## src/sv/spc_pkg.sv

```systemverilog
// ----------------------------------------------------------------------------
// Shutter position controller package
// Shared types, codes and constants for the controller, the datapath and the
// top level.
// ----------------------------------------------------------------------------
package spc_pkg;

    localparam int CHANNELS_DEF = 8;

    localparam logic [7:0]  PRESCALE_RESET = 8'd20;
    localparam logic [3:0]  PULSE_RESET    = 4'd3;
    localparam logic [6:0]  FULL_POS       = 7'd100;
    localparam logic [6:0]  RUN_FACTOR     = 7'd11;
    // floor(x / 10) = (x * 6554) >> 16 and floor(x / 100) = (x * 5243) >> 19
    // hold over the ranges of products that occur here.
    localparam logic [12:0] RECIP_10       = 13'd6554;
    localparam logic [12:0] RECIP_100      = 13'd5243;
    localparam int          SHIFT_10       = 16;
    localparam int          SHIFT_100      = 19;
    localparam logic [3:0]  DIV_STEPS      = 4'd15;

    typedef enum logic [2:0] {
        CMD_TICK   = 3'd0,
        CMD_SET    = 3'd1,
        CMD_UP     = 3'd2,
        CMD_DOWN   = 3'd3,
        CMD_STOP   = 3'd4,
        CMD_INVERT = 3'd5,
        CMD_TOGGLE = 3'd6
    } cmd_t;

    typedef enum logic [1:0] {
        DIR_STILL = 2'd0,
        DIR_UP    = 2'd1,
        DIR_DOWN  = 2'd2
    } dir_t;

    typedef enum logic [1:0] {
        KIND_RELAY  = 2'd0,
        KIND_REPORT = 2'd1,
        KIND_BUSY   = 2'd2
    } kind_t;

    typedef enum logic [1:0] {
        REG_TRAVEL   = 2'd0,
        REG_IMPULSE  = 2'd1,
        REG_PRESCALE = 2'd2,
        REG_PULSE    = 2'd3
    } reg_idx_t;

    typedef enum logic [4:0] {
        ST_IDLE,
        ST_DECODE,
        ST_BUSY_ERR,
        ST_STOP,
        ST_MUL1,
        ST_MUL2,
        ST_APPLY,
        ST_REPORT,
        ST_TICK,
        ST_UPC,
        ST_DNC,
        ST_MOVE,
        ST_DIV,
        ST_POS,
        ST_NEXT,
        ST_FINISH
    } state_t;

    typedef enum logic [4:0] {
        OP_NONE,
        OP_LATCH,
        OP_DECODE,
        OP_BUSY_ERR,
        OP_STOP,
        OP_MUL1,
        OP_MUL2,
        OP_APPLY,
        OP_REPORT,
        OP_PRESCALE,
        OP_UPC,
        OP_DNC,
        OP_MOVE,
        OP_DIV,
        OP_POS,
        OP_NEXT,
        OP_FINISH
    } op_t;

    typedef struct packed {
        logic [63:0] travel;
        logic [7:0]  impulse;
        logic [7:0]  prescale;
        logic [3:0]  plen;
    } cfg_t;

    typedef struct packed {
        logic is_tick;
        logic cmd_ok;
        logic moving;
        logic cmd_set;
        logic cmd_stop;
        logic step_hit;
        logic mc_nz;
        logic div_last;
        logic last_ch;
    } status_t;

    typedef struct packed {
        kind_t      kind;
        logic [2:0] unit;
        logic       relay;
        logic       drive_on;
        logic [6:0] pos;
    } result_t;

endpackage

```

## src/sv/spc_ctrl.sv

```systemverilog
// ----------------------------------------------------------------------------
// Shutter controller sequencer
// Walks one item through decode, then a stop, a busy refusal, the set-position
// arithmetic or per-channel control step, issuing one datapath op per cycle.
// ----------------------------------------------------------------------------
module spc_ctrl
    import spc_pkg::*;
(
    input  logic    clk,
    input  logic    rst_n,
    input  logic    start,
    input  status_t status,
    output op_t     op,
    output logic    busy
);

    state_t state_reg;
    state_t state_next;

    always_ff @(posedge clk or negedge rst_n)
    begin
        if (!rst_n)
        begin
            state_reg <= ST_IDLE;
        end
        else
        begin
            state_reg <= state_next;
        end
    end

    always_comb
    begin
        state_next = state_reg;
        case (state_reg)
            ST_IDLE:
            begin
                if (start)
                begin
                    state_next = ST_DECODE;
                end
            end
            ST_DECODE:
            begin
                if (status.is_tick)
                begin
                    state_next = ST_TICK;
                end
                else if (!status.cmd_ok)
                begin
                    state_next = ST_FINISH;
                end
                else if (status.moving && status.cmd_set)
                begin
                    state_next = ST_BUSY_ERR;
                end
                else if (status.moving || status.cmd_stop)
                begin
                    state_next = ST_STOP;
                end
                else
                begin
                    state_next = ST_MUL1;
                end
            end
            ST_BUSY_ERR: state_next = ST_FINISH;
            ST_STOP:     state_next = ST_FINISH;
            ST_MUL1:     state_next = ST_MUL2;
            ST_MUL2:     state_next = ST_APPLY;
            ST_APPLY:    state_next = ST_REPORT;
            ST_REPORT:   state_next = ST_FINISH;
            ST_TICK:     state_next = status.step_hit ? ST_UPC : ST_FINISH;
            ST_UPC:      state_next = ST_DNC;
            ST_DNC:      state_next = ST_MOVE;
            ST_MOVE:     state_next = status.mc_nz ? ST_DIV : ST_NEXT;
            ST_DIV:
            begin
                if (status.div_last)
                begin
                    state_next = ST_POS;
                end
            end
            ST_POS:      state_next = ST_NEXT;
            ST_NEXT:     state_next = status.last_ch ? ST_FINISH : ST_UPC;
            ST_FINISH:   state_next = ST_IDLE;
            default:     state_next = ST_IDLE;
        endcase
    end

    always_comb
    begin
        busy = (state_reg != ST_IDLE);
        case (state_reg)
            ST_IDLE:     op = start ? OP_LATCH : OP_NONE;
            ST_DECODE:   op = OP_DECODE;
            ST_BUSY_ERR: op = OP_BUSY_ERR;
            ST_STOP:     op = OP_STOP;
            ST_MUL1:     op = OP_MUL1;
            ST_MUL2:     op = OP_MUL2;
            ST_APPLY:    op = OP_APPLY;
            ST_REPORT:   op = OP_REPORT;
            ST_TICK:     op = OP_PRESCALE;
            ST_UPC:      op = OP_UPC;
            ST_DNC:      op = OP_DNC;
            ST_MOVE:     op = OP_MOVE;
            ST_DIV:      op = OP_DIV;
            ST_POS:      op = OP_POS;
            ST_NEXT:     op = OP_NEXT;
            ST_FINISH:   op = OP_FINISH;
            default:     op = OP_NONE;
        endcase
    end

endmodule

```

## src/sv/spc_datapath.sv

```systemverilog
// ----------------------------------------------------------------------------
// Shutter controller datapath
// Per-channel state, prescaler, set-position multipliers, the serial divider
// for position estimation and the result staging registers.
// ----------------------------------------------------------------------------
module spc_datapath
    import spc_pkg::*;
#(
    parameter int CHANNELS = CHANNELS_DEF
)
(
    input  logic       clk,
    input  logic       rst_n,
    input  op_t        op,
    input  logic [2:0] command_in,
    input  logic [2:0] channel_in,
    input  logic [6:0] target_in,
    input  cfg_t       cfg,
    output status_t    status,
    output logic       res_valid,
    output logic       res_last,
    output result_t    res
);

    localparam int IDX_W = (CHANNELS > 1) ? $clog2(CHANNELS) : 1;

    logic [2:0]        cmd_reg;
    logic [2:0]        ch_reg;
    logic [6:0]        tgt_reg;
    logic [6:0]        eff_reg;
    logic [6:0]        pos_reg  [CHANNELS];
    logic [6:0]        goal_reg [CHANNELS];
    logic [7:0]        mc_reg   [CHANNELS];
    dir_t              dir_reg  [CHANNELS];
    logic              tog_reg  [CHANNELS];
    logic signed [4:0] upc_reg  [CHANNELS];
    logic signed [4:0] dnc_reg  [CHANNELS];
    logic [7:0]        pres_reg;
    logic [14:0]       prod_reg;
    logic [8:0]        q_reg;
    logic [14:0]       num_reg;
    logic [7:0]        rem_reg;
    logic [3:0]        dcnt_reg;
    logic              pend_valid_reg;
    result_t           pend_reg;
    logic              out_valid_reg;
    logic              out_last_reg;
    result_t           out_reg;

    logic [IDX_W-1:0]  idx;
    logic              ch_ok;
    logic [6:0]        cur_pos;
    logic [6:0]        cur_goal;
    logic [7:0]        cur_mc;
    dir_t              cur_dir;
    logic [7:0]        trav_raw;
    logic [7:0]        trav;
    logic              imp;
    logic signed [4:0] plen;
    logic [6:0]        eff_next;
    logic              full;
    logic [6:0]        diff;
    logic [14:0]       prod1;
    logic [27:0]       m2;
    logic [8:0]        q_next;
    logic [7:0]        count;
    logic              go_up;
    logic              go_down;
    logic [7:0]        mc_dec;
    logic [14:0]       numer;
    logic [8:0]        rem_sh;
    logic              ge;
    logic [8:0]        rem_sub;
    logic [15:0]       up_sum;
    logic [6:0]        pos_new;
    logic signed [4:0] upc_dec;
    logic signed [4:0] dnc_dec;
    logic [7:0]        pres_inc;
    logic              step_hit;
    logic              end_rl;
    logic              emit_en;
    result_t           emit_res;

    assign idx      = ch_reg[IDX_W-1:0];
    assign ch_ok    = ({1'b0, ch_reg} < 4'(CHANNELS));
    assign cur_pos  = pos_reg[idx];
    assign cur_goal = goal_reg[idx];
    assign cur_mc   = mc_reg[idx];
    assign cur_dir  = dir_reg[idx];
    assign trav_raw = cfg.travel[{ch_reg, 3'b000} +: 8];
    assign trav     = (trav_raw == 8'd0) ? 8'd1 : trav_raw;
    assign imp      = cfg.impulse[ch_reg];
    assign plen     = (cfg.plen == 4'd0) ? 5'sd1 : $signed({1'b0, cfg.plen});

    always_comb
    begin
        case (cmd_reg)
            CMD_SET:    eff_next = (tgt_reg > FULL_POS) ? FULL_POS : tgt_reg;
            CMD_UP:     eff_next = 7'd0;
            CMD_DOWN:   eff_next = FULL_POS;
            CMD_INVERT: eff_next = (cur_pos != 7'd0) ? 7'd0 : FULL_POS;
            CMD_TOGGLE: eff_next = tog_reg[idx] ? FULL_POS : 7'd0;
            default:    eff_next = 7'd0;
        endcase
    end

    // Set-position count: |p - t| * travel / 100, or travel * 11 / 10 for end runs.
    assign full    = (eff_reg == 7'd0) || (eff_reg == FULL_POS);
    assign diff    = (cur_pos > eff_reg) ? (cur_pos - eff_reg) : (eff_reg - cur_pos);
    assign prod1   = 15'(full ? RUN_FACTOR : diff) * 15'(trav);
    assign m2      = 28'(prod_reg) * 28'(full ? RECIP_10 : RECIP_100);
    assign q_next  = full ? m2[SHIFT_10 +: 9] : m2[SHIFT_100 +: 9];
    assign count   = (q_reg > 9'd255) ? 8'd255 : q_reg[7:0];
    assign go_up   = (cur_pos > eff_reg) || (eff_reg == 7'd0);
    assign go_down = (cur_pos < eff_reg) || (eff_reg == FULL_POS);

    // Position estimate: remaining count * 100 / travel, one quotient bit a cycle.
    assign mc_dec  = cur_mc - 8'd1;
    assign numer   = 15'(mc_dec) * 15'(FULL_POS);
    assign rem_sh  = {rem_reg, num_reg[14]};
    assign ge      = (rem_sh >= {1'b0, trav});
    assign rem_sub = ge ? (rem_sh - {1'b0, trav}) : rem_sh;
    assign up_sum  = {1'b0, num_reg} + 16'(cur_goal);

    always_comb
    begin
        case (cur_dir)
            DIR_UP:   pos_new = (up_sum > 16'(FULL_POS)) ? FULL_POS : up_sum[6:0];
            DIR_DOWN: pos_new = (num_reg >= 15'(cur_goal)) ? 7'd0
                                : (cur_goal - num_reg[6:0]);
            default:  pos_new = cur_pos;
        endcase
    end

    assign upc_dec  = (upc_reg[idx] >= 5'sd0) ? (upc_reg[idx] - 5'sd1) : upc_reg[idx];
    assign dnc_dec  = (dnc_reg[idx] >= 5'sd0) ? (dnc_reg[idx] - 5'sd1) : dnc_reg[idx];
    assign pres_inc = (pres_reg == 8'd255) ? pres_reg : (pres_reg + 8'd1);
    assign step_hit = (pres_inc >= cfg.prescale);
    assign end_rl   = (cur_dir == DIR_DOWN);

    always_comb
    begin
        emit_en           = 1'b0;
        emit_res.kind     = KIND_RELAY;
        emit_res.unit     = ch_reg;
        emit_res.relay    = 1'b0;
        emit_res.drive_on = 1'b0;
        emit_res.pos      = 7'd0;
        case (op)
            OP_BUSY_ERR:
            begin
                emit_en       = 1'b1;
                emit_res.kind = KIND_BUSY;
            end
            OP_STOP:
            begin
                emit_en       = 1'b1;
                emit_res.kind = KIND_REPORT;
                emit_res.pos  = cur_pos;
            end
            OP_APPLY:
            begin
                emit_en           = go_up || go_down;
                emit_res.relay    = !go_up;
                emit_res.drive_on = 1'b1;
            end
            OP_REPORT:
            begin
                emit_en       = 1'b1;
                emit_res.kind = KIND_REPORT;
                emit_res.pos  = eff_reg;
            end
            OP_UPC:
            begin
                emit_en = (upc_dec == 5'sd0);
            end
            OP_DNC:
            begin
                emit_en        = (dnc_dec == 5'sd0);
                emit_res.relay = 1'b1;
            end
            OP_MOVE:
            begin
                emit_en           = (cur_mc == 8'd0) && (cur_dir != DIR_STILL);
                emit_res.relay    = end_rl;
                emit_res.drive_on = imp;
            end
            default:
            begin
                emit_en = 1'b0;
            end
        endcase
    end

    always_ff @(posedge clk or negedge rst_n)
    begin
        if (!rst_n)
        begin
            for (int i = 0; i < CHANNELS; i++)
            begin
                pos_reg[i]  <= 7'd0;
                goal_reg[i] <= 7'd0;
                mc_reg[i]   <= 8'd0;
                dir_reg[i]  <= DIR_STILL;
                tog_reg[i]  <= 1'b0;
                upc_reg[i]  <= -5'sd1;
                dnc_reg[i]  <= -5'sd1;
            end
            pres_reg       <= 8'd0;
            pend_valid_reg <= 1'b0;
            out_valid_reg  <= 1'b0;
            out_last_reg   <= 1'b0;
        end
        else
        begin
            out_valid_reg <= 1'b0;
            out_last_reg  <= 1'b0;
            if (emit_en)
            begin
                if (pend_valid_reg)
                begin
                    out_valid_reg <= 1'b1;
                end
                pend_valid_reg <= 1'b1;
            end
            else if ((op == OP_FINISH) && pend_valid_reg)
            begin
                out_valid_reg  <= 1'b1;
                out_last_reg   <= 1'b1;
                pend_valid_reg <= 1'b0;
            end
            case (op)
                OP_DECODE:
                begin
                    if ((cmd_reg == CMD_TOGGLE) && ch_ok)
                    begin
                        tog_reg[idx] <= !tog_reg[idx];
                    end
                end
                OP_STOP:
                begin
                    mc_reg[idx]   <= 8'd0;
                    goal_reg[idx] <= cur_pos;
                end
                OP_APPLY:
                begin
                    if (go_up)
                    begin
                        mc_reg[idx]  <= (eff_reg == 7'd0) ? count : q_reg[7:0];
                        dir_reg[idx] <= DIR_UP;
                        if (imp)
                        begin
                            upc_reg[idx] <= plen;
                        end
                    end
                    else if (go_down)
                    begin
                        mc_reg[idx]  <= (eff_reg == FULL_POS) ? count : q_reg[7:0];
                        dir_reg[idx] <= DIR_DOWN;
                        if (imp)
                        begin
                            dnc_reg[idx] <= plen;
                        end
                    end
                end
                OP_REPORT:
                begin
                    goal_reg[idx] <= eff_reg;
                end
                OP_PRESCALE:
                begin
                    pres_reg <= step_hit ? 8'd0 : pres_inc;
                end
                OP_UPC:
                begin
                    upc_reg[idx] <= upc_dec;
                end
                OP_DNC:
                begin
                    dnc_reg[idx] <= dnc_dec;
                end
                OP_MOVE:
                begin
                    if (cur_mc != 8'd0)
                    begin
                        mc_reg[idx] <= mc_dec;
                    end
                    else
                    begin
                        if (cur_dir != DIR_STILL)
                        begin
                            dir_reg[idx] <= DIR_STILL;
                            if (imp && end_rl)
                            begin
                                dnc_reg[idx] <= plen;
                            end
                            else if (imp)
                            begin
                                upc_reg[idx] <= plen;
                            end
                        end
                        pos_reg[idx] <= cur_goal;
                    end
                end
                OP_POS:
                begin
                    pos_reg[idx] <= pos_new;
                end
                default:
                begin
                end
            endcase
        end
    end

    always_ff @(posedge clk)
    begin
        if (emit_en)
        begin
            pend_reg <= emit_res;
            out_reg  <= pend_reg;
        end
        else if (op == OP_FINISH)
        begin
            out_reg <= pend_reg;
        end
        case (op)
            OP_LATCH:
            begin
                cmd_reg <= command_in;
                ch_reg  <= channel_in;
                tgt_reg <= target_in;
            end
            OP_DECODE:
            begin
                eff_reg <= eff_next;
            end
            OP_MUL1:
            begin
                prod_reg <= prod1;
            end
            OP_MUL2:
            begin
                q_reg <= q_next;
            end
            OP_PRESCALE:
            begin
                ch_reg <= 3'd0;
            end
            OP_MOVE:
            begin
                num_reg  <= numer;
                rem_reg  <= 8'd0;
                dcnt_reg <= DIV_STEPS;
            end
            OP_DIV:
            begin
                num_reg  <= {num_reg[13:0], ge};
                rem_reg  <= rem_sub[7:0];
                dcnt_reg <= dcnt_reg - 4'd1;
            end
            OP_NEXT:
            begin
                ch_reg <= ch_reg + 3'd1;
            end
            default:
            begin
            end
        endcase
    end

    assign status.is_tick  = (cmd_reg == CMD_TICK);
    assign status.cmd_ok   = ch_ok && (cmd_reg <= CMD_TOGGLE);
    assign status.moving   = (cur_dir != DIR_STILL);
    assign status.cmd_set  = (cmd_reg == CMD_SET);
    assign status.cmd_stop = (cmd_reg == CMD_STOP);
    assign status.step_hit = step_hit;
    assign status.mc_nz    = (cur_mc != 8'd0);
    assign status.div_last = (dcnt_reg == 4'd1);
    assign status.last_ch  = (ch_reg == 3'(CHANNELS - 1));

    assign res_valid = out_valid_reg;
    assign res_last  = out_last_reg;
    assign res       = out_reg;

endmodule

```

## src/sv/shutter_position_controller.sv

```systemverilog
// ----------------------------------------------------------------------------
// Shutter position controller
// Multi-channel roller-shutter controller with travel-time position estimate.
// ----------------------------------------------------------------------------
// A tick that does not complete a prescale period only updates the prescaler; one
// that does walks all channels and runs the serial divider on each channel whose
// run count is not yet zero. One item at a time: busy falls as the item's last
// result is registered. Results are strobed for one cycle and cannot be stalled.
// rst_n clears the channel state, the prescaler, the configuration and the result
// flags; the command and result data registers are not reset.
// ----------------------------------------------------------------------------
module shutter_position_controller
    import spc_pkg::*;
#(
    parameter int CHANNELS = CHANNELS_DEF
)
(
    input  logic        clk,
    input  logic        rst_n,
    input  logic        start,
    output logic        busy,
    input  logic [2:0]  command,
    input  logic [2:0]  channel,
    input  logic [6:0]  target_position,
    input  logic        psel,
    input  logic        penable,
    input  logic        pwrite,
    input  logic [4:0]  paddr,
    input  logic [63:0] pwdata,
    output logic [63:0] prdata,
    output logic        pready,
    output logic        valid,
    output logic [1:0]  kind,
    output logic [2:0]  unit,
    output logic        relay,
    output logic        drive_on,
    output logic [6:0]  reported_position,
    output logic        last
);

    // Configuration registers sit at 8-byte strides since the travel table is
    // 64 bits wide; the register number is taken from paddr[4:3].
    logic [63:0] travel_reg;
    logic [7:0]  impulse_reg;
    logic [7:0]  prescale_reg;
    logic [3:0]  plen_reg;
    reg_idx_t    reg_sel;
    logic        wr_en;
    cfg_t        cfg;
    op_t         op;
    status_t     status;
    logic        res_valid;
    logic        res_last;
    result_t     res;

    assign pready  = 1'b1;
    assign reg_sel = reg_idx_t'(paddr[4:3]);
    assign wr_en   = psel && penable && pwrite;

    always_ff @(posedge clk or negedge rst_n)
    begin
        if (!rst_n)
        begin
            travel_reg   <= 64'd0;
            impulse_reg  <= 8'd0;
            prescale_reg <= PRESCALE_RESET;
            plen_reg     <= PULSE_RESET;
        end
        else if (wr_en)
        begin
            case (reg_sel)
                REG_TRAVEL:   travel_reg   <= pwdata;
                REG_IMPULSE:  impulse_reg  <= pwdata[7:0];
                REG_PRESCALE: prescale_reg <= pwdata[7:0];
                REG_PULSE:    plen_reg     <= pwdata[3:0];
                default:      travel_reg   <= travel_reg;
            endcase
        end
    end

    always_comb
    begin
        case (reg_sel)
            REG_TRAVEL:   prdata = travel_reg;
            REG_IMPULSE:  prdata = {56'd0, impulse_reg};
            REG_PRESCALE: prdata = {56'd0, prescale_reg};
            REG_PULSE:    prdata = {60'd0, plen_reg};
            default:      prdata = 64'd0;
        endcase
    end

    assign cfg.travel   = travel_reg;
    assign cfg.impulse  = impulse_reg;
    assign cfg.prescale = prescale_reg;
    assign cfg.plen     = plen_reg;

    // The sequencer issues one datapath operation per cycle and follows the
    // datapath's status to pick the path for each item.
    spc_ctrl u_ctrl (
        .clk    (clk),
        .rst_n  (rst_n),
        .start  (start),
        .status (status),
        .op     (op),
        .busy   (busy)
    );

    // Each result is held one step in the datapath so that the final result
    // of an item can be marked when the item completes.
    spc_datapath #(
        .CHANNELS (CHANNELS)
    ) u_datapath (
        .clk        (clk),
        .rst_n      (rst_n),
        .op         (op),
        .command_in (command),
        .channel_in (channel),
        .target_in  (target_position),
        .cfg        (cfg),
        .status     (status),
        .res_valid  (res_valid),
        .res_last   (res_last),
        .res        (res)
    );

    assign valid             = res_valid;
    assign last              = res_last;
    assign kind              = res.kind;
    assign unit              = res.unit;
    assign relay             = res.relay;
    assign drive_on          = res.drive_on;
    assign reported_position = res.pos;

    // An accepted item always keeps the block busy for the next cycle.
    assert property (@(posedge clk) disable iff (!rst_n)
        (start && !busy) |=> busy)
    else $error("accepted item did not raise busy");

    // A result that is not the last of its item only appears while busy.
    assert property (@(posedge clk) disable iff (!rst_n)
        (valid && !last) |-> busy)
    else $error("intermediate result outside an item");

    // Reported positions stay within the saturated range.
    assert property (@(posedge clk) disable iff (!rst_n)
        valid |-> (reported_position <= FULL_POS))
    else $error("reported position out of range");

endmodule

```

## config.mk

```make
export PLATFORM = sky130hd
export DESIGN_NAME = shutter_position_controller
export DESIGN_NICKNAME = d
export VERILOG_FILES = /design/src/sv/spc_pkg.sv /design/src/sv/spc_ctrl.sv /design/src/sv/spc_datapath.sv /design/src/sv/shutter_position_controller.sv
export SDC_FILE = /design/constraint.sdc
export NUM_CORES = 2
export LEC_CHECK = 0
export BUFFER_PORTS_ARGS = -buffer_cell sky130_fd_sc_hd__buf_2
export CORE_UTILIZATION = 30
export CTS_CLUSTER_SIZE = 16
export DETAILED_ROUTE_END_ITERATION = 10
export SLEW_MARGIN = 20
export SYNTH_ARGS = -nofsm -noshare
export SYNTH_HDL_FRONTEND = slang
export SYNTH_HIERARCHICAL = 1
export SYNTH_SLANG_ARGS = --single-unit
```

## constraint.sdc

```tcl
create_clock -name clk -period 11.5 [get_ports clk]
set_input_delay 3.45 -clock clk [delete_from_list [all_inputs] [get_ports clk]]
set_output_delay 3.45 -clock clk [all_outputs]
set_load 0.01 [all_outputs]
```

After elaboration in Yosys (flattened, before gate mapping)
Index checks and enable logic that the tools add are counted.
{"block": "op_classes", "n_lt_le_gt_ge": 14, "n_bitwise": 11, "shift": 1, "multipliers": 3, "n_div": 0, "n_eq_ne": 57, "mux": 121, "n_reduce_logical": 51, "addsub": 11}
{"operator": "$mux 40", "n": 11}
{"operator": "$pmux 64 s4", "n": 1}
{"operator": "$pmux 40 s3", "n": 2}
{"operator": "$bwmux 56", "n": 4}
{"operator": "$pmux 56 s2", "n": 2}
{"operator": "$bwmux 64", "n": 3}
{"operator": "$mux 64", "n": 3}
{"operator": "$pmux 64 s3", "n": 1}
{"operator": "$bwmux 40", "n": 4}
{"operator": "$mux 7", "n": 12}
{"operator": "$eq 5x4->1 const B", "n": 16}
{"operator": "$mux 8", "n": 10}
{"operator": "$pmux 5 s16", "n": 1}
{"operator": "$pmux 5 s13", "n": 1}
{"operator": "$and 64x64->64", "n": 1}
{"operator": "$mux 16", "n": 4}
{"operator": "$not 64->64", "n": 1}
{"operator": "$shiftx 64x7->8", "n": 1}
{"operator": "$mux 5", "n": 12}
{"operator": "$mux 56", "n": 1}
{"operator": "$bmux 7 s3", "n": 2}
{"operator": "$eq 5x3->1 const B", "n": 8}
{"operator": "$pmux 16 s2", "n": 1}
{"operator": "$bmux 5 s3", "n": 2}
{"operator": "other kinds (91)", "n": 165}
{"block": "word_totals", "output_inout_bits": 82, "memories": 0, "in_bits": 88, "latch_bits": 0, "ram_bits": 0, "reg_bits": 479, "rom_bits": 0}

Logic depth before layout (Yosys ltp)
{"block": "logic_depth", "ltp_word": 11, "depth_mapped": 40, "mapped_depth_nobuf": 32}

Modules after synthesis
The synthesis kept the hierarchy.
{"module": "spc_datapath", "area_each_um2": 28143.2, "cells_per_inst": 2697, "instances": 1}
{"module": "shutter_position_controller", "area_each_um2": 3758.6, "cells_per_inst": 266, "instances": 1}
{"module": "spc_ctrl", "area_each_um2": 404.1, "cells_per_inst": 51, "instances": 1}

Worst setup path after synthesis
No wires, ideal clock.
{"block": "synth_path", "kind": "register to register", "startpoint": "register u_datapath.ch_reg[0]", "endpoint": "register u_datapath.prod_reg[14] (data pin)", "arrival_ps": 8370, "required_time_ps": 11234, "path_stages_with_launch": 38, "setup_time_ps": 266, "synth_period_minus_slack_ps": 8636, "setup_slack_ps": 2864, "cell_sequence": "edfxtp_1 > buf_4 > buf_4 > buf_2 > buf_4 > buf_2 > mux2i_1 > o22ai_1 > a221o_1 > a221oi_1 > inv_1 > ha_1 > nor2b_1 > o21ai_0 > a21boi_0 > o21ai_0 > a211oi_1 > clkbuf_1 > [2 not listed] > nand2_1 > or2_2 > fa_1 > fa_1 > inv_1 > fa_1 > inv_1 > fa_1 > inv_1 > ha_1 > inv_1 > o21bai_1 > a21oi_1 > nor2b_1 > o21a_1 > o31a_1 > o41ai_1 > xnor2_1"}
{"block": "synth_via", "elab_chain_cells": 8, "elab_cells_between_ends": 13, "cone_classes": "add/sub (2); mul (1); order compare (1); shift (1); mux (6); bitwise (1); reduce/logical (1)"}
{"element": "from (decl)", "line_no": "spc_datapath.sv:28", "rtl": "logic [2:0] ch_reg;"}
{"element": "from (signal assigned)", "line_no": "spc_datapath.sv:331", "rtl": "ch_reg <= channel_in;"}
{"element": "from (signal assigned)", "line_no": "spc_datapath.sv:364", "rtl": "ch_reg <= ch_reg + 3'd1;"}
{"element": "$not 3->4 (implied by the code)", "line_no": "spc_datapath.sv:86", "rtl": "assign cur_pos = pos_reg[idx];"}
{"element": "$bmux 7 s3", "line_no": "spc_datapath.sv:86"}
{"element": "$mux 7 (implied by the code) (2 in series)", "line_no": "spc_datapath.sv:86"}
{"element": "$sub 7x7->7 or $gt 7x7->1 (tied branches)", "line_no": "spc_datapath.sv:109", "rtl": "assign diff = (cur_pos > eff_reg) ? (cur_pos - eff_reg) : (eff_reg - cur_pos);"}
{"element": "$mux 7", "line_no": "spc_datapath.sv:109"}
{"element": "$mux 7", "line_no": "spc_datapath.sv:110", "rtl": "assign prod1 = 15'(full ? RUN_FACTOR : diff) * 15'(trav);"}
{"element": "$mul 15x8->15 *", "line_no": "spc_datapath.sv:110"}
{"element": "net u_datapath.prod1[14]", "line_no": "spc_datapath.sv:63", "rtl": "logic [14:0] prod1;"}
{"element": "to (signal assigned)", "line_no": "spc_datapath.sv:340", "rtl": "prod_reg <= prod1;"}
{"element": "to (decl)", "line_no": "spc_datapath.sv:39", "rtl": "logic [14:0] prod_reg;"}
The timed path passes the listed nets; every way through them passes the cells marked *. The select of a mux whose other input is x is not followed.
A chain may end at the register's enable or synchronous reset.

Worst setup path in the final report
Same ends and word-level chain as after synthesis.

==> results by group <==
Global routing
  – First-pass GRT wire length: 141000 microns
  – Largest net degree at the start of global routing: 135
  – Overflow after GRT: 0
  – Global Route Usage Sum: 0.167
  – Vias in the first global route: 23300
  – Initial antenna violation count: 3

Placement
  – IO Port Bufs: 165
  – Final HPWL DP: 66300 microns
  – Placer Congestion: 0.896
  – Inst Count DP: 4508

Yosys
  – Distinct cell type count after synthesis: 98
  – Syn Nets: 3467
  – Async SR Flop Fraction: 0.793
  – Syn Inst Count: 3014
  – Top_reg_cell synth: dfrtp_1
  – Ys Warns: 6
  – Largest family of logic cells by synthesized area: adder cells
  – Post-synthesis mux area share: 0.132
  – Post-synthesis adder-cell area fraction: 0.175
  – XOR/XNOR Fraction of Synth Area: 0.0190
  – Avg Inst Size Synth: 10.7 sq um
  – Compound-Gate Fraction of Synth Area: 0.110
  – Post-synth EDFFs: 99
  – Mapped cell area: 0.0323 sq mm
  – Register bit count reported by yosys: 478
  – Post-Synth Simple-Gate Area: 0.117
  – Sequential element share of the synthesized area: 0.389

Clock network
  – Num CTS Buffers: 51
  – Worst-path clk slew: 0.06 ns
  – CTS Buffer Depth: 3
  – CTS tree: done
  – Postcts setup bufs: 0
  – Clock root cell: clkbuf_16
  – Post-CTS Resized: 0
  – CTS H-tree lvls: 2
  – Clk_lat worst skew: 0.62 ns
  – # clock sinks: 478
  – CTS Hold Bufs: 0

Detailed routing
  – Initial drt markers: 1800
  – ANT nets after route: 0
  – WL final: 90000 microns
  – Via Count: 23300
  – Via density: 5.05
  – Avg WL per Cell: 19.5 microns
  – DR pass1 iterations: 5
  – # DRC: 0

Final layout
  – Fin cells: 4608
  – Post-Route Utilization: 0.341
  – Commonest cells after routing, fill and taps aside: inv_1, dfrtp_1, mux2_2
  – Fillers: 10800
  – Commonest non-fill, non-tap cell in the layout: inv_1
  – Nets: 3612
  – Fraction of layout cells with a size suffix above 1: 0.237
  – Area delta synth->final: 12.7%

Worst hold path
  – Worst min path class: reg -> reg

Timing
  – Setup-failing EPs final: 0
  – Slew Viols, Final: 0
  – Final Hold Vio Count: 0
  – Worst hold slack: 0.423 ns
  – Setup TNS: 0 ns
  – Layout Skew: 0.0142 ns
  – Crit share post-route: 0.820
  – Slew headroom: 0.255
  – Crit path time final: 9.43 ns
  – Worst slew pin tran: 1.11 ns
  – Setup repair after global routing missed its margin: no
  – Highest clock rate: 106 MHz

Die
  – Core footprint: 0.107 sq mm
  – Die W: 330 microns
  – Std-Cell Rows: 120
  – Initial Utilization: 0.302
  – Die height: 330 microns
  – Die Area: 0.109 sq mm
  – IO Pins: 170

Worst setup path
  – Crit-path most repeated cell: inv_1
  – Crit path max-delay family: compound AO/OA/AOI/OAI gates
  – Buffers & Inverters on Critical Path: 8
  – Crit path kind: reg -> reg
  – Req. time, crit path: 11.86 ns
  – CP max FO: 18
  – Worst Setup Start Kind: flip-flop
  – Crit path DAT: 9.78 ns
  – Slowest CP cell: edfxtp_1
  – CP Capture Type: flip-flop
  – CP peak stage delay: 0.95 ns

Status
  – Outcome: completed

Flow run
  – Max-Cap Viols: 0
[path summary, 6_finish.rpt]
path	startpoint	end	slack [ns]	cells past startpoint
worst max-delay path	u_datapath/ch_reg[0]	u_datapath/prod_reg[14]	2.07	34
worst min register to register	u_datapath/pend_reg[12]	u_datapath/res[12]	0.42	0
worst min-delay path	u_datapath/pend_reg[12]	u_datapath/res[12]	0.42	0
min in group asynchronous	rst_n	travel_reg[11]	2.96	1
max in group asynchronous	rst_n	u_datapath/mc_reg[26]	6.63	3
worst max register to register	u_datapath/ch_reg[0]	u_datapath/prod_reg[14]	2.07	34
[layer usage]
metal	up-vias	track usage	share of wire
met5	-	0	0.00014
met4	2	0.0434	0.022
met3	123	0.0292	0.070
met2	693	0.261	0.45
met1	11600	0.237	0.46
li1	10800	-	-
[through the flow]
stage,setup WS (ns),cell area (sq um)
2_1_floorplan,2.86,32300
3_3_place_gp,2.18,34700
3_5_place_dp,2.11,34700
4_1_cts,2.09,36400
5_1_grt,1.47,36400
6_report,2.07,36400
[synthesized netlist by cell type (14+ instances only)]
cell type / n / area share
inv_1: 319 / 0.037
dfrtp_1: 295 / 0.23
mux2_2: 281 / 0.098
nand2_1: 266 / 0.031
ha_1: 219 / 0.085
o21ai_0: 175 / 0.027
nor2_1: 151 / 0.018
fa_1: 146 / 0.090
edfxtp_1: 99 / 0.092
dfstp_2: 84 / 0.068
a21oi_1: 82 / 0.013
and2_1: 79 / 0.015
clkbuf_1: 55 / 0.0064
xnor2_1: 52 / 0.014
mux2i_1: 49 / 0.015
nand3_1: 45 / 0.0070
a22oi_1: 36 / 0.0084
buf_2: 35 / 0.0054
a221oi_1: 31 / 0.0084
nor3_1: 31 / 0.0048
a21o_1: 27 / 0.0063
nor2b_1: 23 / 0.0045
nand2b_1: 22 / 0.0043
mux2_1: 19 / 0.0066
xor2_1: 18 / 0.0049
mux4_2: 17 / 0.012
o21ai_1: 16 / 0.0025
or2_2: 16 / 0.0031
a211oi_1: 15 / 0.0035
and3_1: 14 / 0.0027
buf_6: 14 / 0.0049
[cell type report]
class	instances	area (sq um)	area share
well taps	1403	1760	0.0482
multi-input cells	2090	17900	0.493
diodes	3	7.51	0.000206
clock inverters	17	146	0.00402
inverters	325	1220	0.0335
flip-flops and latches	478	12600	0.345
repair buffers	213	1250	0.0342
clock buffers	79	1530	0.0419
[cells by family (layout without fill, tap and decap cells)]
logic type	after synthesis	after routing
buf+inv	446	634
mux	367	367
simple gates	751	751
other cells	2	5
flops	478	478
compound gates	535	535
fa+ha+maj	365	365
xor+xnor	70	70
Power is left out: the tool's default activity adds up to more than one toggle a clock period on the data nets, which glitch-free logic cannot reach.
